==> src/hdl/fucs_pkg.sv <==
// Shared types and constants of the framed serial command slave.
// Used by every module under hdl; depends on nothing else.
package fucs_pkg;

  // Frame layout: two head bytes, fourteen body bytes (command, length,
  // eight data bytes, a spare byte, checksum, two tail bytes).
  localparam logic [7:0] HEAD0_BYTE = 8'hAA;
  localparam logic [7:0] HEAD1_BYTE = 8'h55;
  localparam logic [7:0] TAIL0_BYTE = 8'hBB;
  localparam logic [7:0] TAIL1_BYTE = 8'h66;
  localparam logic [7:0] HEAD_SUM   = 8'hFF;  // the two head bytes added
  localparam logic [7:0] OK_CODE    = 8'h00;

  localparam int unsigned BODY_LEN   = 14;
  localparam int unsigned CNT_W      = $clog2(BODY_LEN);
  localparam logic [CNT_W-1:0] BODY_LAST = CNT_W'(BODY_LEN - 1);
  localparam logic [CNT_W-1:0] SUM_LAST  = CNT_W'(10);

  localparam logic [7:0] LEN_ACK      = 8'd1;
  localparam logic [7:0] LEN_WORD     = 8'd4;
  localparam logic [7:0] MIN_LEN_ONE  = 8'd4;
  localparam logic [7:0] MIN_LEN_TWO  = 8'd8;

  localparam logic [3:0] TX_LAST = 4'd15;

  localparam logic [1:0] MODE_IDLE  = 2'd0;
  localparam logic [1:0] MODE_SPEED = 2'd1;
  localparam logic [1:0] MODE_TIMED = 2'd2;

  localparam int unsigned NUM_CODES = 6;
  localparam logic [7:0] CODE_RST [NUM_CODES] = '{8'd1, 8'd2, 8'd3, 8'd4, 8'd5, 8'd6};
  localparam logic signed [31:0] DEFAULT_SPEED_RST = 32'sd0;
  localparam logic signed [31:0] DEFAULT_ANGLE_RST = 32'sd0;

  // Depth of the reply job queue between front and back.
  localparam int unsigned JQ_DEPTH = 2;
  localparam int unsigned JQ_PTR_W = $clog2(JQ_DEPTH);
  localparam int unsigned JQ_CNT_W = $clog2(JQ_DEPTH + 1);

  typedef enum logic [2:0] {
    CFG_CODE_SET_SPEED   = 3'd0,
    CFG_CODE_QUERY_SPEED = 3'd1,
    CFG_CODE_SPEED_TIME  = 3'd2,
    CFG_CODE_STOP        = 3'd3,
    CFG_CODE_SET_ANGLE   = 3'd4,
    CFG_CODE_QUERY_ANGLE = 3'd5,
    CFG_DEFAULT_SPEED    = 3'd6,
    CFG_DEFAULT_ANGLE    = 3'd7
  } cfg_idx_t;

  // One reply frame waiting to be serialized, with the target snapshot.
  typedef struct packed {
    logic [7:0]         cmd;
    logic               word_reply;
    logic [31:0]        word;
    logic [7:0]         csum;
    logic               notify;
    logic signed [31:0] speed;
    logic signed [31:0] duration;
    logic signed [31:0] angle;
    logic [1:0]         mode;
  } job_t;

endpackage

==> src/hdl/fucs_rx_front.sv <==
// Receive side: head hunting, body capture, frame checks, command decode,
// target registers and configuration registers. Depends on fucs_pkg.
module fucs_rx_front import fucs_pkg::*; (
  input  logic        clk,
  input  logic        rst_n,
  input  logic        accept,
  input  logic [7:0]  rx_byte,
  input  logic        q_full,
  input  logic        cfg_we,
  input  logic [2:0]  cfg_index,
  input  logic [31:0] cfg_data,
  output logic        job_push,
  output job_t        job
);

  typedef enum logic [2:0] {
    PH_HEAD0 = 3'b001,
    PH_HEAD1 = 3'b010,
    PH_BODY  = 3'b100
  } phase_t;

  typedef enum logic [2:0] {
    K_NONE, K_SET_SPEED, K_QUERY_SPEED, K_SPEED_TIME, K_STOP, K_SET_ANGLE, K_QUERY_ANGLE
  } kind_t;

  phase_t             phase_r, phase_nxt;
  logic [CNT_W-1:0]   cnt_r, cnt_nxt;
  logic [7:0]         store_r [BODY_LEN];
  logic [7:0]         sum_r;
  logic [7:0]         code_r [NUM_CODES];
  logic signed [31:0] dflt_speed_r, dflt_speed_nxt;
  logic signed [31:0] dflt_angle_r, dflt_angle_nxt;
  logic signed [31:0] speed_r, speed_nxt;
  logic signed [31:0] time_r, time_nxt;
  logic signed [31:0] angle_r, angle_nxt;
  logic [1:0]         mode_r, mode_nxt;

  kind_t       kind;
  logic        frame_done, frame_ok;
  logic [7:0]  cmd, len;
  logic [31:0] word_a, word_b;
  logic        note, word_reply;
  logic [31:0] word;
  logic [7:0]  rep_len, rep_b4;

  // Configuration registers. The defaults are loaded together with the
  // targets at reset.
  always_comb begin
    dflt_speed_nxt = dflt_speed_r;
    dflt_angle_nxt = dflt_angle_r;
    if (!rst_n) begin
      dflt_speed_nxt = DEFAULT_SPEED_RST;
      dflt_angle_nxt = DEFAULT_ANGLE_RST;
    end else if (cfg_we && cfg_idx_t'(cfg_index) == CFG_DEFAULT_SPEED) begin
      dflt_speed_nxt = cfg_data;
    end else if (cfg_we && cfg_idx_t'(cfg_index) == CFG_DEFAULT_ANGLE) begin
      dflt_angle_nxt = cfg_data;
    end
  end

  always_ff @(posedge clk) begin
    dflt_speed_r <= dflt_speed_nxt;
    dflt_angle_r <= dflt_angle_nxt;
    if (!rst_n) begin
      for (int i = 0; i < NUM_CODES; i++) code_r[i] <= CODE_RST[i];
    end else if (cfg_we) begin
      case (cfg_idx_t'(cfg_index))
        CFG_CODE_SET_SPEED:   code_r[0] <= cfg_data[7:0];
        CFG_CODE_QUERY_SPEED: code_r[1] <= cfg_data[7:0];
        CFG_CODE_SPEED_TIME:  code_r[2] <= cfg_data[7:0];
        CFG_CODE_STOP:        code_r[3] <= cfg_data[7:0];
        CFG_CODE_SET_ANGLE:   code_r[4] <= cfg_data[7:0];
        CFG_CODE_QUERY_ANGLE: code_r[5] <= cfg_data[7:0];
        default: ;
      endcase
    end
  end

  // Receiver phase and body counter.
  always_comb begin
    phase_nxt = phase_r;
    cnt_nxt   = cnt_r;
    if (accept) begin
      case (phase_r)
        PH_HEAD1: begin
          phase_nxt = (rx_byte == HEAD1_BYTE) ? PH_BODY : PH_HEAD0;
          cnt_nxt   = '0;
        end
        PH_BODY: begin
          if (cnt_r == BODY_LAST) begin
            phase_nxt = PH_HEAD0;
            cnt_nxt   = '0;
          end else begin
            cnt_nxt = cnt_r + 1'b1;
          end
        end
        default: begin
          phase_nxt = (rx_byte == HEAD0_BYTE) ? PH_HEAD1 : PH_HEAD0;
          cnt_nxt   = '0;
        end
      endcase
    end
  end

  // Frame check and command decode on the last body byte.
  assign cmd        = store_r[0];
  assign len        = store_r[1];
  assign word_a     = {store_r[5], store_r[4], store_r[3], store_r[2]};
  assign word_b     = {store_r[9], store_r[8], store_r[7], store_r[6]};
  assign frame_done = accept && phase_r == PH_BODY && cnt_r == BODY_LAST;
  assign frame_ok   = store_r[12] == TAIL0_BYTE && rx_byte == TAIL1_BYTE &&
                      sum_r == store_r[11];

  always_comb begin
    if      (cmd == code_r[0]) kind = K_SET_SPEED;
    else if (cmd == code_r[1]) kind = K_QUERY_SPEED;
    else if (cmd == code_r[2]) kind = K_SPEED_TIME;
    else if (cmd == code_r[3]) kind = K_STOP;
    else if (cmd == code_r[4]) kind = K_SET_ANGLE;
    else if (cmd == code_r[5]) kind = K_QUERY_ANGLE;
    else                       kind = K_NONE;
  end

  always_comb begin
    speed_nxt  = speed_r;
    time_nxt   = time_r;
    angle_nxt  = angle_r;
    mode_nxt   = mode_r;
    note       = 1'b0;
    word_reply = 1'b0;
    word       = '0;
    case (kind)
      K_SET_SPEED: begin
        if (len >= MIN_LEN_ONE) speed_nxt = word_a;
        mode_nxt = MODE_SPEED;
        note     = 1'b1;
      end
      K_QUERY_SPEED: begin
        word_reply = 1'b1;
        word       = speed_r;
      end
      K_SPEED_TIME: begin
        if (len >= MIN_LEN_TWO) begin
          speed_nxt = word_a;
          time_nxt  = word_b;
        end
        mode_nxt = MODE_TIMED;
        note     = 1'b1;
      end
      K_STOP: begin
        speed_nxt = '0;
        time_nxt  = '0;
        mode_nxt  = MODE_IDLE;
        note      = 1'b1;
      end
      K_SET_ANGLE: begin
        if (len >= MIN_LEN_ONE) angle_nxt = word_a;
      end
      K_QUERY_ANGLE: begin
        word_reply = 1'b1;
        word       = angle_r;
      end
      default: ;
    endcase
  end

  assign job_push = frame_done && frame_ok && kind != K_NONE;
  assign rep_len  = word_reply ? LEN_WORD : LEN_ACK;
  assign rep_b4   = word_reply ? word[7:0] : OK_CODE;

  always_comb begin
    job.cmd        = cmd;
    job.word_reply = word_reply;
    job.word       = word;
    job.csum       = HEAD_SUM + cmd + rep_len + rep_b4 + word[15:8] + word[23:16] +
                     word[31:24];
    job.notify     = note;
    job.speed      = speed_nxt;
    job.duration   = time_nxt;
    job.angle      = angle_nxt;
    job.mode       = mode_nxt;
  end

  always_ff @(posedge clk) begin
    if (!rst_n) begin
      phase_r <= PH_HEAD0;
      cnt_r   <= '0;
      speed_r <= dflt_speed_nxt;
      time_r  <= '0;
      angle_r <= dflt_angle_nxt;
      mode_r  <= MODE_IDLE;
    end else begin
      phase_r <= phase_nxt;
      cnt_r   <= cnt_nxt;
      if (job_push) begin
        speed_r <= speed_nxt;
        time_r  <= time_nxt;
        angle_r <= angle_nxt;
        mode_r  <= mode_nxt;
      end
    end
  end

  // Body bytes and the running checksum over body bytes 0 to 10.
  always_ff @(posedge clk) begin
    if (accept && phase_r == PH_HEAD1) sum_r <= HEAD_SUM;
    if (accept && phase_r == PH_BODY) begin
      store_r[cnt_r] <= rx_byte;
      if (cnt_r <= SUM_LAST) sum_r <= sum_r + rx_byte;
    end
  end

  a_push_at_frame_end: assert property (@(posedge clk) disable iff (!rst_n)
    job_push |-> (phase_r == PH_BODY && cnt_r == BODY_LAST))
    else $error("reply queued outside the last body byte");

  a_push_not_full: assert property (@(posedge clk) disable iff (!rst_n)
    job_push |-> !q_full)
    else $error("reply queued while the job queue is full");

  a_count_in_body: assert property (@(posedge clk) disable iff (!rst_n)
    (cnt_r != '0) |-> (phase_r == PH_BODY))
    else $error("body counter running outside the body phase");

  a_idle_after_stop: assert property (@(posedge clk) disable iff (!rst_n)
    (job_push && kind == K_STOP) |=> (mode_r == MODE_IDLE && speed_r == '0))
    else $error("stop did not clear the motion targets");

endmodule

==> src/hdl/fucs_job_fifo.sv <==
// Short queue of reply jobs between the receive front and transmit back.
// Depends on fucs_pkg for job_t and the queue depth.
module fucs_job_fifo import fucs_pkg::*; (
  input  logic clk,
  input  logic rst_n,
  input  logic push,
  input  job_t wr_job,
  input  logic pop,
  output logic full,
  output logic empty,
  output job_t head
);

  job_t                q_r [JQ_DEPTH];
  logic [JQ_PTR_W-1:0] wr_ptr_r, rd_ptr_r;
  logic [JQ_CNT_W-1:0] count_r;
  logic                do_push, do_pop;

  assign full    = count_r == JQ_CNT_W'(JQ_DEPTH);
  assign empty   = count_r == '0;
  assign head    = q_r[rd_ptr_r];
  assign do_push = push && !full;
  assign do_pop  = pop && !empty;

  always_ff @(posedge clk) begin
    if (do_push) q_r[wr_ptr_r] <= wr_job;
  end

  always_ff @(posedge clk) begin
    if (!rst_n) begin
      wr_ptr_r <= '0;
      rd_ptr_r <= '0;
      count_r  <= '0;
    end else begin
      if (do_push) begin
        wr_ptr_r <= (wr_ptr_r == JQ_PTR_W'(JQ_DEPTH - 1)) ? '0 : wr_ptr_r + 1'b1;
      end
      if (do_pop) begin
        rd_ptr_r <= (rd_ptr_r == JQ_PTR_W'(JQ_DEPTH - 1)) ? '0 : rd_ptr_r + 1'b1;
      end
      count_r <= count_r + JQ_CNT_W'(do_push) - JQ_CNT_W'(do_pop);
    end
  end

endmodule

==> src/hdl/fucs_tx_back.sv <==
// Transmit side: walks the head job of the queue through its sixteen
// reply bytes. Depends on fucs_pkg.
module fucs_tx_back import fucs_pkg::*; (
  input  logic               clk,
  input  logic               rst_n,
  input  logic               job_valid,
  input  job_t               job,
  output logic               job_pop,
  output logic               out_empty,
  input  logic               out_pop,
  output logic [7:0]         tx_byte,
  output logic               last_byte,
  output logic               notify,
  output logic signed [31:0] speed_target,
  output logic signed [31:0] time_target,
  output logic signed [31:0] angle_target,
  output logic [1:0]         run_mode
);

  logic [3:0] idx_r;
  logic       take;

  assign out_empty = !job_valid;
  assign take      = out_pop && job_valid;
  assign last_byte = idx_r == TX_LAST;
  assign job_pop   = take && last_byte;

  always_comb begin
    case (idx_r)
      4'd0:    tx_byte = HEAD0_BYTE;
      4'd1:    tx_byte = HEAD1_BYTE;
      4'd2:    tx_byte = job.cmd;
      4'd3:    tx_byte = job.word_reply ? LEN_WORD : LEN_ACK;
      4'd4:    tx_byte = job.word_reply ? job.word[7:0] : OK_CODE;
      4'd5:    tx_byte = job.word[15:8];
      4'd6:    tx_byte = job.word[23:16];
      4'd7:    tx_byte = job.word[31:24];
      4'd13:   tx_byte = job.csum;
      4'd14:   tx_byte = TAIL0_BYTE;
      4'd15:   tx_byte = TAIL1_BYTE;
      default: tx_byte = 8'h00;
    endcase
  end

  assign notify       = job.notify;
  assign speed_target = job.speed;
  assign time_target  = job.duration;
  assign angle_target = job.angle;
  assign run_mode     = job.mode;

  always_ff @(posedge clk) begin
    if (!rst_n) begin
      idx_r <= '0;
    end else if (take) begin
      idx_r <= last_byte ? '0 : idx_r + 1'b1;
    end
  end

endmodule

==> src/hdl/framed_uart_command_slave.sv <==
// Framed serial command slave: one received byte per transfer, sixteen reply bytes per frame.
// The reply job to a good frame is written into the job queue at its last byte's transfer.
// Throughput: one input byte per cycle unless in_full; one reply byte per cycle while popped; 2-deep job queue.
// Input stalls (in_full) only when two whole replies are still queued for the result side.
// Reset (rst_n, synchronous, active low) restarts head hunting, empties the queue and
// reloads codes, default targets and run mode; no clearing pass is needed.
module framed_uart_command_slave import fucs_pkg::*; (
  input  logic               clk,
  input  logic               rst_n,
  // Received bytes, queue-style input.
  input  logic               in_push,
  output logic               in_full,
  input  logic [7:0]         in_rx_byte,
  // Reply bytes, queue-style output.
  output logic               out_empty,
  input  logic               out_pop,
  output logic [7:0]         out_tx_byte,
  output logic               out_last_byte,
  output logic               out_notify,
  output logic signed [31:0] out_speed_target,
  output logic signed [31:0] out_time_target,
  output logic signed [31:0] out_angle_target,
  output logic [1:0]         out_run_mode,
  // Configuration writes.
  input  logic               cfg_valid,
  output logic               cfg_ready,
  input  logic [2:0]         cfg_index,
  input  logic [31:0]        cfg_data
);

  logic in_accept;
  logic job_push, job_pop;
  logic q_full, q_empty;
  job_t job_in, job_head;

  // The front never needs to hold back a byte unless the job queue has no
  // room; a full queue stops every input transfer so a frame end can always
  // queue its reply.
  assign in_full   = q_full;
  assign in_accept = in_push && !in_full;

  // Configuration registers take a write in any cycle.
  assign cfg_ready = 1'b1;

  // Front: hunts for the head, captures the body, checks tail and checksum,
  // decodes the command, updates the targets and queues the reply job.
  fucs_rx_front u_front (
    .clk       (clk),
    .rst_n     (rst_n),
    .accept    (in_accept),
    .rx_byte   (in_rx_byte),
    .q_full    (q_full),
    .cfg_we    (cfg_valid && cfg_ready),
    .cfg_index (cfg_index),
    .cfg_data  (cfg_data),
    .job_push  (job_push),
    .job       (job_in)
  );

  // Queue between the two sides so each can stall on its own.
  fucs_job_fifo u_jobs (
    .clk    (clk),
    .rst_n  (rst_n),
    .push   (job_push),
    .wr_job (job_in),
    .pop    (job_pop),
    .full   (q_full),
    .empty  (q_empty),
    .head   (job_head)
  );

  // Back: serializes the oldest job one byte per output transfer and
  // releases it after the sixteenth byte.
  fucs_tx_back u_back (
    .clk          (clk),
    .rst_n        (rst_n),
    .job_valid    (!q_empty),
    .job          (job_head),
    .job_pop      (job_pop),
    .out_empty    (out_empty),
    .out_pop      (out_pop),
    .tx_byte      (out_tx_byte),
    .last_byte    (out_last_byte),
    .notify       (out_notify),
    .speed_target (out_speed_target),
    .time_target  (out_time_target),
    .angle_target (out_angle_target),
    .run_mode     (out_run_mode)
  );

endmodule

==> config.mk <==
export PLATFORM = sky130hd
export DESIGN_NAME = framed_uart_command_slave
export DESIGN_NICKNAME = d
export VERILOG_FILES = /design/src/hdl/fucs_pkg.sv /design/src/hdl/fucs_rx_front.sv /design/src/hdl/fucs_job_fifo.sv /design/src/hdl/fucs_tx_back.sv /design/src/hdl/framed_uart_command_slave.sv
export SDC_FILE = /design/constraint.sdc
export NUM_CORES = 1
export LEC_CHECK = 0
export BUFFER_PORTS_ARGS = -buffer_cell sky130_fd_sc_hd__buf_4
export CAP_MARGIN = 20
export CORE_UTILIZATION = 50
export CTS_CLUSTER_SIZE = 30
export DETAILED_ROUTE_END_ITERATION = 12
export PLACE_DENSITY = 0.72
export REMOVE_ABC_BUFFERS = 1
export SLEW_MARGIN = 5
export SYNTH_ARGS = -nofsm -noshare
export SYNTH_HDL_FRONTEND = slang
export SYNTH_SLANG_ARGS = --single-unit
==> constraint.sdc <==
create_clock -name clk -period 25.4 [get_ports clk]
set_input_delay 5.08 -clock clk [delete_from_list [all_inputs] [get_ports clk]]
set_output_delay 5.08 -clock clk [all_outputs]
set_load 0.03 [all_outputs]
==> run metrics <==
RSZ-0062 raised after global routing=no; worst-path maximum fanout=62; DRC viols=0; peak supply drop=50.12 uV; sw frac=0.2042; post-synthesis sequential area ratio=0.6751; Data required, critical path=25.62 ns; largest family of logic cells by synthesized area=multiplexers; mux contribution to synthesized area=0.09157; number of synthesized flops with an enable pin=502; share of cells above drive strength 1=0.2089; final wirelength=51,870 um; Power Internal=1.437 mW; area of the core=46,950 sq um; Worst-Skew Late Latency=0.61 ns; HPWL after DPL=32,150 um; WL per Instance=21.51 um; Cell variety after synth=63; Core Util, Final=0.5810; Vias=13,653; CTS tree=done; final hold violation count=0; Place WS=15.75 ns; GP Congestion=0.8582; clock root cell=clkbuf_16; overall power=1.806 mW; DRT iter0 DRCs=1,068; Syn Area/Cell=14.74 sq um; critical path launch point=in_rx_byte[1]; diodes inserted=0; Tcrit/Tclk final=0.3587; Final Setup Violations=0; worst reg2reg startpoint=u_front.store_r[0][0]; number of placement rows=79; CTS sink count=560; IO Port Bufs=133; arrival time at the worst endpoint=9.33 ns; CP dominant cell by count=buf_4; startpoint class of the critical path=primary input; post-cts resize count=0; I/O pins=159; CTS Hold Bufs=0; XOR/XNOR Fraction of Synth Area=0.03153; Leak=10.18 nW; Die W=221.3 um; synthesized-area fraction occupied by adder cells=0.03122; Worst-path clk slew=0.06 ns; fill count=3,565; Post-CTS Setup Bufs=0; vias per cell=5.660; Area Overhead vs Synth=13.43%; cell area after synthesis=24,050 sq um; gr usage total=0.2115; Max Cap Viol=0; combinational power share=0.027; Initial Utilization=0.5122; crit-path cells=buf_4, inv_1, or4_1, nor4_1, nand3_1, a31oi_2, and2_4, buf_4, buf_4; Final Skew=0.02580 ns; largest net degree at the start of global routing=77; normalized max-slew margin=0.2590; total grt overflow=0; die height=221.3 um; initial antenna violation count=1; die area=48,980 sq um; final slew viol count=0; H-tree Lvls=2; Cell Count, Final, Fillers Out=2,412; DR pass1 iterations=5; Routed Antenna Nets=0; total number of yosys warnings=0; sw power=0.3688 mW; clock buffer count from CTS=53; ys flop type=edfxtp_1; slowest stage delay, CP=0.80 ns; Hold Path Class=register to register; Setup CP Type=primary input to register; Sequential Power Share=0.563; fmax=109.8 MHz; Clk pwr share=0.409; TNS Setup=0 ns; outcome=finished clean; CTS Buffer Depth=3; simple-gate share of the synthesized area=0.08460; final worst setup slack=16.29 ns; endpoint class of the critical path=register; DP Cell Count=2,313; #FFs+latches synth=560; first-pass GRT wire length=79,570 um; Synth Area in Compound Gates=0.05817; vias in the first global route=13,653; hold path startpoint=u_front.time_r[25]; async set or reset register ratio after synthesis=0; pwr/cell area=66.21 nW/um^2; Final min period=9.110 ns; slew at the pin closest to its max-slew limit=1.107 ns; Layout Nets=1,860; Max stage delay cell, worst path=buf_4; Syn Inst Count=1,632
==> cells in the final DEF, fill, tap and decap left out, types with 14 or more instances in the layout <==
master     count
o21ai_0       15
and2_1       111
mux2i_1       67
buf_4        154
nand3_1       43
nor4_1        14
mux2_1        29
edfxtp_1     502
a22o_1        64
nor2_1        61
or2_2         15
xor2_1        49
mux2_2       107
dfxtp_1       57
fa_1          22
ha_1          24
clkbuf_16     53
xnor2_1       35
nand2_1       70
a21oi_1       66
inv_1         74
==> critical path, delay by kind of cell <==
kind / cells / cell delay (ns)
compound gates: 1 / 0.53
buf+inv: 4 / 1.94
simple gates: 4 / 1.68
==> worst paths after layout <==
path / to / slack, ns / cells after the start
worst max-delay path: u_jobs.q_r[1][115] / 16.29 / 9
worst min-delay path: u_front.time_r[25] / 0.45 / 2
worst max register to register: u_jobs.q_r[0][106] / 18.73 / 20
worst min register to register: u_front.time_r[25] / 0.45 / 2
==> routing by layer <==
layer  routed length (um)  GRT usage
met5                    0          0
met1                22270     0.2856
met4                 1208    0.05955
met3                 2911    0.03811
met2                25490     0.3514
==> metrics by stage <==
stage          instance area [sq um]  hold WS (ns)
6_report                       27280        0.4489
5_1_grt                        27280        0.4635
4_1_cts                        27230        0.4507
3_5_place_dp                   25630        0.4427
3_3_place_gp                   25630        0.4371
2_1_floorplan                  23670        0.4316
==> flip-flops by register name, indices dropped and copies added (netlist names), named ones only <==
name             count
u_front.angle_r     32
u_jobs.count_r       2
u_front.code_r      48
u_front.speed_r     32
u_front.store_r     94
u_front.sum_r        8
u_front.cnt_r        4
u_front.time_r      32
u_jobs.wr_ptr_r      1
u_front.mode_r       2
u_jobs.rd_ptr_r      1
u_front.phase_r      3
u_jobs.q_r         296
u_back.idx_r         4
==> final cells by class <==
cell class	count	area [sq um]	share of cell area
sequential	560	16240	0.5953
multi-input combinational	917	7189	0.2636
clock buffer	73	1481	0.05431
timing repair buffer	159	1204	0.04412
tap	607	759.5	0.02784
inverter	75	281.5	0.01032
clock inverter	21	123.9	0.004541
==> logic make-up (layout without fill, tap and decap cells) <==
logic type,Yosys count,in the layout
XOR/XNOR,85,85
multiplexers,203,203
buffers and inverters,155,328
other,1,1
AND/OR/NAND/NOR,380,380
adder cells (fa/ha/maj),47,47
flip-flops,560,560
AO/OA/AOI/OAI,201,201
==> power by group through the flow <==
| stage | clock network (mW) | logic (mW) | registers, mW |
|---|---|---|---|
| floorplan | 0 | 0.0290 | 1.04 |
| global placement | 0 | 0.0469 | 1.04 |
| detailed placement | 0 | 0.0490 | 1.04 |
| CTS | 0.750 | 0.0492 | 1.02 |
| global route | 0.787 | 0.0541 | 1.02 |
| finish | 0.739 | 0.0491 | 1.02 |
==> synthesized netlist by cell type (all sizes together), types with 3 or more instances <==
cell type  count  area, sq um
nor4          17        118.9
mux2         136         1531
o21bai         5        41.29
nor3           8        40.04
or4            4        30.03
o221ai         5        43.79
nand4          6        37.54
fa            22        440.4
or3            9        56.30
clkbuf        38        142.6
o22ai          9        56.30
and3           3        18.77
ha            24        300.3
nand2         70        262.8
and2         114        713.2
nand3         44        220.2
mux2i         67        670.6
or2           15        93.84
o21ai         20        111.4
dfxtp         58         1161
buf           42        240.2
nor2b          7        43.79
a22oi         12        90.09
nor2          63        241.5
xnor2         35        306.5
a21o           6        45.04
inv           74        277.8
nand2b        12        75.07
o21a           3        22.52
edfxtp       502        15070
a22o          64        560.5
xor2          49        429.2
a21oi         66        330.3
Power figures use the tool's default switching activity.
